$ cat src/design/vct_pkg.sv
package vct_pkg;

   // Fixed field widths of the request, result and register ports.
   localparam int TAG_W        = 8;
   localparam int TAG_SPAN     = 1 << TAG_W;
   localparam int CFG_W        = 8;
   localparam int STATUS_W     = 2;
   localparam int PASS_COUNT_W = 8;

   // Entry status codes, as stored in the table and reported on the result.
   typedef enum logic [STATUS_W-1:0] {
      ST_PENDING  = 2'd0,
      ST_PASSED   = 2'd1,
      ST_REJECTED = 2'd2
   } status_type;

   // Request mode codes.
   typedef enum logic {
      MODE_VOTE  = 1'b0,
      MODE_ERASE = 1'b1
   } mode_type;

   // Vote values.
   localparam logic VOTE_FAIL = 1'b0;
   localparam logic VOTE_PASS = 1'b1;

endpackage

$ cat src/design/vote_completion_tracker.sv
// Vote completion tracker. Each request names a tag and either records a pass or fail
// vote for that tag's entry or erases the entry; every request returns exactly one result
// with the entry's status and pass count after the request. The entries live in a single
// synchronous RAM of TAG_COUNT words with one read and one write port. A request is read
// at the edge it is accepted, updated in the second stage and written back, and its
// result is registered as it is written back. A request can be accepted in every cycle
// unless the second stage is held by a stalled result register or the sweep runs: a
// back-to-back request to the same entry takes the just-computed entry from a bypass
// register instead of the RAM. After reset the block sweeps the RAM to empty entries, one
// entry a cycle, and holds req_stall high until the sweep is done. The required_votes
// register is written through the csr_ port, which is always ready; it should only be
// written while no request is in flight.
module vote_completion_tracker
   import vct_pkg::*;
#(
   parameter int TAG_COUNT  = 256,
   parameter int COUNT_BITS = 8
) (
   input  logic                    clock,
   input  logic                    reset,
   // Request channel.
   input  logic                    req_valid,
   output logic                    req_stall,
   input  logic                    req_mode,
   input  logic [TAG_W-1:0]        req_tag,
   input  logic                    req_vote,
   // Result channel.
   output logic                    rsp_valid,
   input  logic                    rsp_stall,
   output logic [STATUS_W-1:0]     rsp_status,
   output logic [PASS_COUNT_W-1:0] rsp_pass_count,
   // Register write channel.
   input  logic                    csr_valid,
   output logic                    csr_ready,
   input  logic [CFG_W-1:0]        csr_required_votes
);

   localparam int SLOT_W  = (TAG_COUNT > 1) ? $clog2(TAG_COUNT) : 1;
   localparam int ENTRY_W = STATUS_W + COUNT_BITS;
   localparam int CMP_W   = (COUNT_BITS > CFG_W) ? COUNT_BITS : CFG_W;
   localparam logic [COUNT_BITS-1:0] COUNT_MAX = {COUNT_BITS{1'b1}};
   localparam logic [SLOT_W-1:0]     LAST_SLOT = SLOT_W'(TAG_COUNT - 1);

   // Tracker RAM.
   logic [ENTRY_W-1:0] table_mem [TAG_COUNT];

   // Tag to slot reduction, a constant table over every tag value.
   logic [SLOT_W-1:0] slot_lut [TAG_SPAN];
   for (genvar g = 0; g < TAG_SPAN; g++) begin : g_slot_lut
      assign slot_lut[g] = SLOT_W'(g % TAG_COUNT);
   end

   logic [CFG_W-1:0]      required_votes_ff, required_votes_in;
   logic                  clearing_ff, clearing_in;
   logic [SLOT_W-1:0]     clr_addr_ff, clr_addr_in;
   logic                  s1_valid_ff, s1_valid_in;
   logic [SLOT_W-1:0]     s1_slot_ff;
   logic                  s1_mode_ff;
   logic                  s1_vote_ff;
   logic [ENTRY_W-1:0]    rd_data_ff;
   logic                  fwd_hit_ff;
   logic [ENTRY_W-1:0]    fwd_data_ff;
   logic                  rsp_valid_ff, rsp_valid_in;
   logic [STATUS_W-1:0]   rsp_status_ff;
   logic [PASS_COUNT_W-1:0] rsp_pass_count_ff;

   logic                  req_accept;
   logic                  out_free;
   logic                  s1_fire;
   logic [SLOT_W-1:0]     req_slot;
   logic [ENTRY_W-1:0]    old_entry;
   status_type            old_status;
   logic [COUNT_BITS-1:0] old_count;
   logic [COUNT_BITS-1:0] inc_count;
   logic [CFG_W-1:0]      need_votes;
   status_type            new_status;
   logic [COUNT_BITS-1:0] new_count;
   logic [ENTRY_W-1:0]    new_entry;
   logic [CMP_W-1:0]      new_count_ext;
   logic                  mem_we;
   logic [SLOT_W-1:0]     mem_waddr;
   logic [ENTRY_W-1:0]    mem_wdata;

   // Handshake control.
   assign out_free   = !rsp_valid_ff || !rsp_stall;
   assign s1_fire    = s1_valid_ff && out_free;
   assign req_stall  = clearing_ff || (s1_valid_ff && !out_free);
   assign req_accept = req_valid && !req_stall;
   assign req_slot   = slot_lut[req_tag];
   assign csr_ready  = 1'b1;

   // Configuration register.
   always_comb begin
      required_votes_in = required_votes_ff;
      if (csr_valid && csr_ready) begin
         required_votes_in = csr_required_votes;
      end
   end

   // Clearing sweep after reset.
   always_comb begin
      clearing_in = clearing_ff;
      clr_addr_in = clr_addr_ff;
      if (clearing_ff) begin
         clr_addr_in = clr_addr_ff + SLOT_W'(1);
         if (clr_addr_ff == LAST_SLOT) begin
            clearing_in = 1'b0;
         end
      end
   end

   // Entry update for the request in the second stage.
   always_comb begin
      old_entry  = fwd_hit_ff ? fwd_data_ff : rd_data_ff;
      old_status = status_type'(old_entry[ENTRY_W-1 -: STATUS_W]);
      old_count  = old_entry[COUNT_BITS-1:0];
      need_votes = (required_votes_ff == '0) ? CFG_W'(1) : required_votes_ff;
      inc_count  = (old_count == COUNT_MAX) ? old_count : old_count + COUNT_BITS'(1);
      new_status = old_status;
      new_count  = old_count;
      if (s1_mode_ff == MODE_ERASE) begin
         new_status = ST_PENDING;
         new_count  = '0;
      end else if (old_status == ST_PENDING) begin
         if (s1_vote_ff == VOTE_FAIL) begin
            new_status = ST_REJECTED;
            new_count  = '0;
         end else if (CMP_W'(inc_count) >= CMP_W'(need_votes)) begin
            new_status = ST_PASSED;
            new_count  = '0;
         end else begin
            new_count  = inc_count;
         end
      end
      new_entry     = {new_status, new_count};
      new_count_ext = CMP_W'(new_count);
   end

   // RAM write port: the clearing sweep or the write-back.
   always_comb begin
      mem_we    = clearing_ff || s1_fire;
      mem_waddr = clearing_ff ? clr_addr_ff : s1_slot_ff;
      mem_wdata = clearing_ff ? {ST_PENDING, {COUNT_BITS{1'b0}}} : new_entry;
   end

   // Tracker RAM, read-before-write on the same address.
   always_ff @(posedge clock) begin
      if (mem_we) begin
         table_mem[mem_waddr] <= mem_wdata;
      end
      if (req_accept) begin
         rd_data_ff <= table_mem[req_slot];
      end
   end

   // Stage and result valid next values.
   always_comb begin
      s1_valid_in = s1_valid_ff;
      if (req_accept) begin
         s1_valid_in = 1'b1;
      end else if (s1_fire) begin
         s1_valid_in = 1'b0;
      end
      rsp_valid_in = rsp_valid_ff && rsp_stall;
      if (s1_fire) begin
         rsp_valid_in = 1'b1;
      end
   end

   // Control registers.
   always_ff @(posedge clock) begin
      if (reset) begin
         required_votes_ff <= CFG_W'(1);
         clearing_ff       <= 1'b1;
         clr_addr_ff       <= '0;
         s1_valid_ff       <= 1'b0;
         rsp_valid_ff      <= 1'b0;
      end else begin
         required_votes_ff <= required_votes_in;
         clearing_ff       <= clearing_in;
         clr_addr_ff       <= clr_addr_in;
         s1_valid_ff       <= s1_valid_in;
         rsp_valid_ff      <= rsp_valid_in;
      end
   end

   // Second-stage payload and the same-entry bypass.
   always_ff @(posedge clock) begin
      if (req_accept) begin
         s1_slot_ff  <= req_slot;
         s1_mode_ff  <= req_mode;
         s1_vote_ff  <= req_vote;
         fwd_hit_ff  <= s1_fire && (s1_slot_ff == req_slot);
         fwd_data_ff <= new_entry;
      end
   end

   // Result register.
   always_ff @(posedge clock) begin
      if (s1_fire) begin
         rsp_status_ff     <= new_status;
         rsp_pass_count_ff <= new_count_ext[PASS_COUNT_W-1:0];
      end
   end

   assign rsp_valid      = rsp_valid_ff;
   assign rsp_status     = rsp_status_ff;
   assign rsp_pass_count = rsp_pass_count_ff;

endmodule

$ cat config.mk
export PLATFORM = sky130hd
export DESIGN_NAME = vote_completion_tracker
export DESIGN_NICKNAME = d
export VERILOG_FILES = /design/src/design/vct_pkg.sv /design/src/design/vote_completion_tracker.sv
export SDC_FILE = /design/constraint.sdc
export NUM_CORES = 2
export LEC_CHECK = 0
export BUFFER_PORTS_ARGS = -buffer_cell sky130_fd_sc_hd__buf_2
export CORE_ASPECT_RATIO = 0.9
export CORE_MARGIN = 2
export CORE_UTILIZATION = 36
export CTS_BUF_LIST = sky130_fd_sc_hd__clkbuf_16
export CTS_CLUSTER_DIAMETER = 80
export DETAILED_ROUTE_END_ITERATION = 10
export GPL_ROUTABILITY_DRIVEN = 0
export REMOVE_ABC_BUFFERS = 1
export SKIP_CTS_REPAIR_TIMING = 1
export SYNTH_ARGS = -nofsm -noshare
export SYNTH_HDL_FRONTEND = slang
export SYNTH_SLANG_ARGS = --single-unit
export TNS_END_PERCENT = 50
$ cat constraint.sdc
create_clock -name clock -period 49.1 [get_ports clock]
set_clock_uncertainty 0.15 [all_clocks]
set_input_delay 2.455 -clock clock [delete_from_list [all_inputs] [get_ports clock]]
set_output_delay 2.455 -clock clock [all_outputs]
set_load 0.05 [all_outputs]
# == Yosys cells after proc, flatten, opt, wreduce, memory -nomap -nowiden ==
# Memories as Yosys holds them, arrays and structs flattened. A register that Yosys moved wholly into a read port is not among the register bits.
# Index checks and enable logic that the tools add are counted.
# totals
rom_bits,2048
mem_bits_rw,2560
ff_bits,50
n_memories,2
# classes
n_addsub,2
bitwise_logic,1
n_reduce_logical,15
n_eq_ne,3
n_mux,22
n_lt_le_gt_ge,2
# memory_table
memory,depth,width,rd,rd_ports_with_merged_regs,wr,line_no,source
table_mem,256,10,1,1,1,vote_completion_tracker.sv:45,logic [ENTRY_W-1:0] table_mem [TAG_COUNT];
(name not given),256,8,1,0,0,vote_completion_tracker.sv:89,assign req_slot = slot_lut[req_tag];
# ops
op,n
8-bit 2-to-1 mux,9
10-bit 2-to-1 mux,2
"8-bit by 1-bit adder with 8-bit output, second input constant",2
"8-bit == test, second input constant",2
"9-bit greater-or-equal comparator, second input constant",1
8-bit NOT with 9-bit output,1
8-bit == test,1
8-bit greater-or-equal comparator,1
8-bit zero test,1
2-bit 2-to-1 mux,4
1-bit 2-to-1 mux,7
1-bit logical AND,5
1-bit zero test,4
1-bit logical OR,3
2-bit zero test,1
2-bit nonzero test,1

# == Longest topological paths before layout ==
# depth
ltp_word,9
depth_mapped,15

# == Worst setup path before layout ==
# OpenSTA, ideal clock, no wires.
# synth_path
kind,reg2reg
from,register fwd_hit_ff
to,memory table_mem[0][9] (netlist bit) (data pin)
required_ps,46140
arrival_ps,14209
setup_slack_ps,31931
path_buffers,2
setup_time_ps,2810
stages_incl_launch_ff,5
cell_sequence,edfxtp_1 > clkbuf_1 > buf_2 > nor3b_1 > nor4_1
# synth_via
elab_chain_len,9
word_cells_on_any_way,11
# synth_lines
element,line_no,source
from (decl),vote_completion_tracker.sv:61,logic fwd_hit_ff;
from (signal assigned),vote_completion_tracker.sv:193,fwd_hit_ff <= s1_fire && (s1_slot_ff == req_slot);
10-bit 2-to-1 mux *,vote_completion_tracker.sv:114,old_entry = fwd_hit_ff ? fwd_data_ff : rd_data_ff;
8-bit by 1-bit adder with 8-bit output / 8-bit == test (equally long branches),vote_completion_tracker.sv:118,inc_count = (old_count == COUNT_MAX) ? old_count : old_count + COUNT_BITS'(1);
8-bit 2-to-1 mux,vote_completion_tracker.sv:118,
8-bit greater-or-equal comparator,vote_completion_tracker.sv:128,end else if (CMP_W'(inc_count) >= CMP_W'(need_votes)) begin
2-bit 2-to-1 mux,vote_completion_tracker.sv:128,
2-bit 2-to-1 mux,vote_completion_tracker.sv:125,if (s1_vote_ff == VOTE_FAIL) begin
2-bit 2-to-1 mux *,vote_completion_tracker.sv:124,end else if (old_status == ST_PENDING) begin
2-bit 2-to-1 mux *,vote_completion_tracker.sv:121,if (s1_mode_ff == MODE_ERASE) begin
10-bit 2-to-1 mux *,vote_completion_tracker.sv:143,"mem_wdata = clearing_ff ? {ST_PENDING, {COUNT_BITS{1'b0}}} : new_entry;"
named net mem_wdata[9],vote_completion_tracker.sv:82,logic [ENTRY_W-1:0] mem_wdata;
to (decl),vote_completion_tracker.sv:45,
# The timed path passes the listed nets; every way through them passes the cells marked *.

# == Worst setup path in the final report ==
# layout_path
from,register fwd_hit_ff
to,memory table_mem[26][7] (netlist bit) (data pin)
# layout_via
elab_chain_len,9
word_cells_on_any_way,11
# layout_lines
element,line_no
10-bit 2-to-1 mux *,vote_completion_tracker.sv:114
8-bit by 1-bit adder with 8-bit output / 8-bit == test (equally long branches),vote_completion_tracker.sv:118
8-bit 2-to-1 mux,vote_completion_tracker.sv:118
8-bit greater-or-equal comparator,vote_completion_tracker.sv:128
8-bit 2-to-1 mux,vote_completion_tracker.sv:128
8-bit 2-to-1 mux,vote_completion_tracker.sv:125
8-bit 2-to-1 mux *,vote_completion_tracker.sv:124
8-bit 2-to-1 mux *,vote_completion_tracker.sv:121
10-bit 2-to-1 mux *,vote_completion_tracker.sv:143
named net mem_wdata[7],vote_completion_tracker.sv:82
# Marked as above.

==> summary.md <==
| Metric | Value |
|---|---|
| Via count | between 40k and 50k |
| FF/Latch Area | between 0.07 and 0.08 mm2 |
| Final Cycle Share | approximately 15% |
| Max_slew headroom | 11.8% |
| Min cycle time layout | around 7.1 ns |
| Most frequent cell after synthesis | edfxtp_1 |
| Multiplexer share of the synthesized area | ~15% |
| Gr ovfl total | 0 |
| Main area contributors after synthesis | edfxtp_1 77%, mux4_2 14%, nor2_1 1.2%, a22oi_1 0.94%, mux2i_1 0.91% |
| Hold_ws | between 0.3 and 0.4 ns |
| Port Buffer Count | 34 |
| Clock latency on the worst-skew pair | roughly 0.9 ns |
| Synth Warn # | 0 |
| Max_cap viols | 0 |
| Outcome | finished clean |
| Hold Crit Class | flop to flop |
| Tot Pwr | ~4.5 mW |
| Cells after Synth | roughly 4.7k |
| DRT antenna net count | 0 |
| Core box area | about 0.28 mm2 |
| CP Launch Type | flop |
| Root buf cell | clkbuf_16 |
| H-tree depth | 5 |
| Worst slew pin tran | approximately 1.3 ns |
| Clock-pin slew of the registers on the worst-case setup and hold paths | ~0.06 ns |
| Crit path kind | flop to flop |
| Drt pass-1 iters | 6 |
| Final hold viol count | 0 |
| Clock Path Buffers | 4 |
| Die Span Y | ~510 um |
| Adder-Cell Fraction of Synth Area | less than 1% |
| Post-synth top area share | 77.3% |
| Setup Viol. Count Final | 0 |
| Leak pwr | roughly 41 nW |
| Post-DP HPWL | around 150000 um |
| Die area | ~0.29 mm2 |
| Worst hold path depth | 2 |
| Initial antenna violation count | 10 |
| Area delta synth->final | 13.0% |
| Nets | 4881 |
| Fmax | ~140 MHz |
| Synth Area in Compound Gates | 3.44% |
| Synth top cells by count | 2601 x edfxtp_1, 611 x mux4_2, 327 x nor2_1 |
| Synth Area per Inst | around 22 um2 |
| Top FF cell, synth | edfxtp_1 |
| Boundary Pins | 36 |
| Total Neg Setup Slack | 0 ns |
| Netlist cell types | 66 |
| Post-synth top area cell | edfxtp_1 |
| Share of post-route cells with drive strength above 1 | between 20% and 30% |
| Xor/xnor share of the synthesized area | 0.130% |
| Remaining DRCs | 0 |
| RSZ-0062 raised after global routing | no |
| Share of flip-flops with an asynchronous set or reset | 0% |
| Number of global-route vias before repair | 48.9k |
| Rows | about 180 |
| Worst path arrival time | between 7 and 8 ns |
| CP endpoint kind | flop |
| Largest net degree at the start of global routing | about 230 |
| Number of synthesized flops with an enable pin | around 2.6k |
| Chip width | between 500 and 600 um |
| Multi-input logic area | about 0.021 mm2 |
| Fill cells | roughly 24k |
| Pins Over Slew Limit | 0 |
| Initial Utilization | between 30% and 40% |
| Pwr dens | about 40 mW/mm2 |
| Routed wire per std cell | 29.4 um |
| Cts bufs inserted | ~290 |
| Global-route wire length before repair | 367000 um |
| Worst Reg-to-Reg Cells | 17 |
| Required time of the critical path | ~50 ns |
| DRT iter0 DRCs | 6592 |
| Synth Register Bits | 2620 |
| Drt total wl | 258000 um |
| Post-Synth Simple-Gate Area | 2.45% |
| Maximum vdd ir drop | 0.0399 mV |
| Main combinational cell family by area after synthesis | multiplexers |
| # clock sinks | 2620 |
| Synth Cell Area | between 0.1 and 0.15 mm2 |
| Drt via density | around 5.7 |
| All-Layer GR Usage | 17.8% |
| CTS tree | built |
| Crit Path Max Fanout | 96 |
| Seq/Total Area, Yosys | slightly below 80% |
-- area by class of cell --
type / count / share of cell area (%)
multi-input cells: 1759 / 18.6
clock buffers: 297 / 6.51
inverters: 17 / 0.0559
clock inverters: 195 / 1.00
well taps: 3720 / 4.07
diodes: 1 / 0.00219
flip-flops and latches: 2620 / 68.7
repair buffers: 162 / 1.08
-- critical path, stage by stage, from the launching register on --
cell and delay [ns]:
edfxtp_1 0.73, mux2_2 0.46, ha_1 0.24, nand3_1 0.15
nand3b_1 0.24, xor2_1 0.26, inv_1 0.08, ha_1 0.26
nand2b_1 0.14, a21o_1 0.17, a21oi_1 0.16, o211ai_1 0.19
a211oi_2 0.56, a22oi_1 0.23, nor2_4 0.17, buf_4 0.66
buf_4 0.75, buf_4 0.94
-- layer usage --
layer | vias up | routed length (um) | global-route usage (%)
li1 | 20112 | - | -
met4 | 6 | 6790 | 4.92
met1 | 26713 | 110000 | 26.0
met5 | - | 38 | 0
met2 | 2345 | 119000 | 26.9
met3 | 431 | 23200 | 4.06
-- logic make-up after synthesis --
group                    Yosys count
AO/OA/AOI/OAI                    468
XOR/XNOR                          15
adder cells (fa/ha/maj)           10
buffers and inverters            295
flip-flops                      2620
multiplexers                     711
other                              1
AND/OR/NAND/NOR                  554
-- cell usage in the layout, fill, tap and decap left out, drive strengths merged, types with 11 or more instances in the layout --
| master | count |
|---|---|
| nor2b | 11 |
| nand4 | 12 |
| nand3 | 21 |
| buf | 162 |
| o22ai | 42 |
| clkinv | 103 |
| nor2 | 327 |
| nand2b | 16 |
| dfxtp | 19 |
| a221oi | 67 |
| a21oi | 61 |
| nor4 | 15 |
| clkbuf | 297 |
| nor3 | 43 |
| bufinv | 11 |
| edfxtp | 2601 |
| mux4 | 611 |
| a22o | 65 |
| nand2 | 66 |
| a22oi | 127 |
| mux2i | 92 |
| o21ai | 20 |
| inv | 92 |
| o211ai | 33 |
-- report_power, final --
part           switching, mW  internal [mW]  total (mW)
registers            0.00116           2.42        2.43
clock network          0.846           1.15        1.99
logic                 0.0728         0.0332       0.106
-- stage by stage --
step                      instance area (um2)  utilization (%)  setup WS [ns]  std cells
after global placement                 106000             37.8          41.12       8277
after detailed placement               106000             37.8          41.05       8277
after floorplan                         99500                -          32.00       4396
final                                  114000             40.9          41.95       8771
after CTS                              114000             40.9          42.03       8769
after global routing                   114000             40.9          41.48       8770
-- flip-flops by register name (all words and copies together) (netlist names) --
register and flops:
clearing_ff 1, rsp_valid 1, s1_slot_ff 8, rsp_status 2
fwd_data_ff 10, clr_addr_ff 8, rsp_pass_count 8, s1_valid_ff 1
rd_data_ff 10, required_votes_ff 8, fwd_hit_ff 1, table_mem 2560
s1_mode_ff 1, s1_vote_ff 1
-- worst paths after layout --
path,startpoint,to,slack [ns]
max,fwd_hit_ff,table_mem[26][7],41.95
min,required_votes_ff[1],required_votes_ff[1],0.37
max reg2reg,fwd_hit_ff,table_mem[26][7],41.95
min reg2reg,required_votes_ff[1],required_votes_ff[1],0.37
Note: power is estimated with default switching activity, not from simulation.
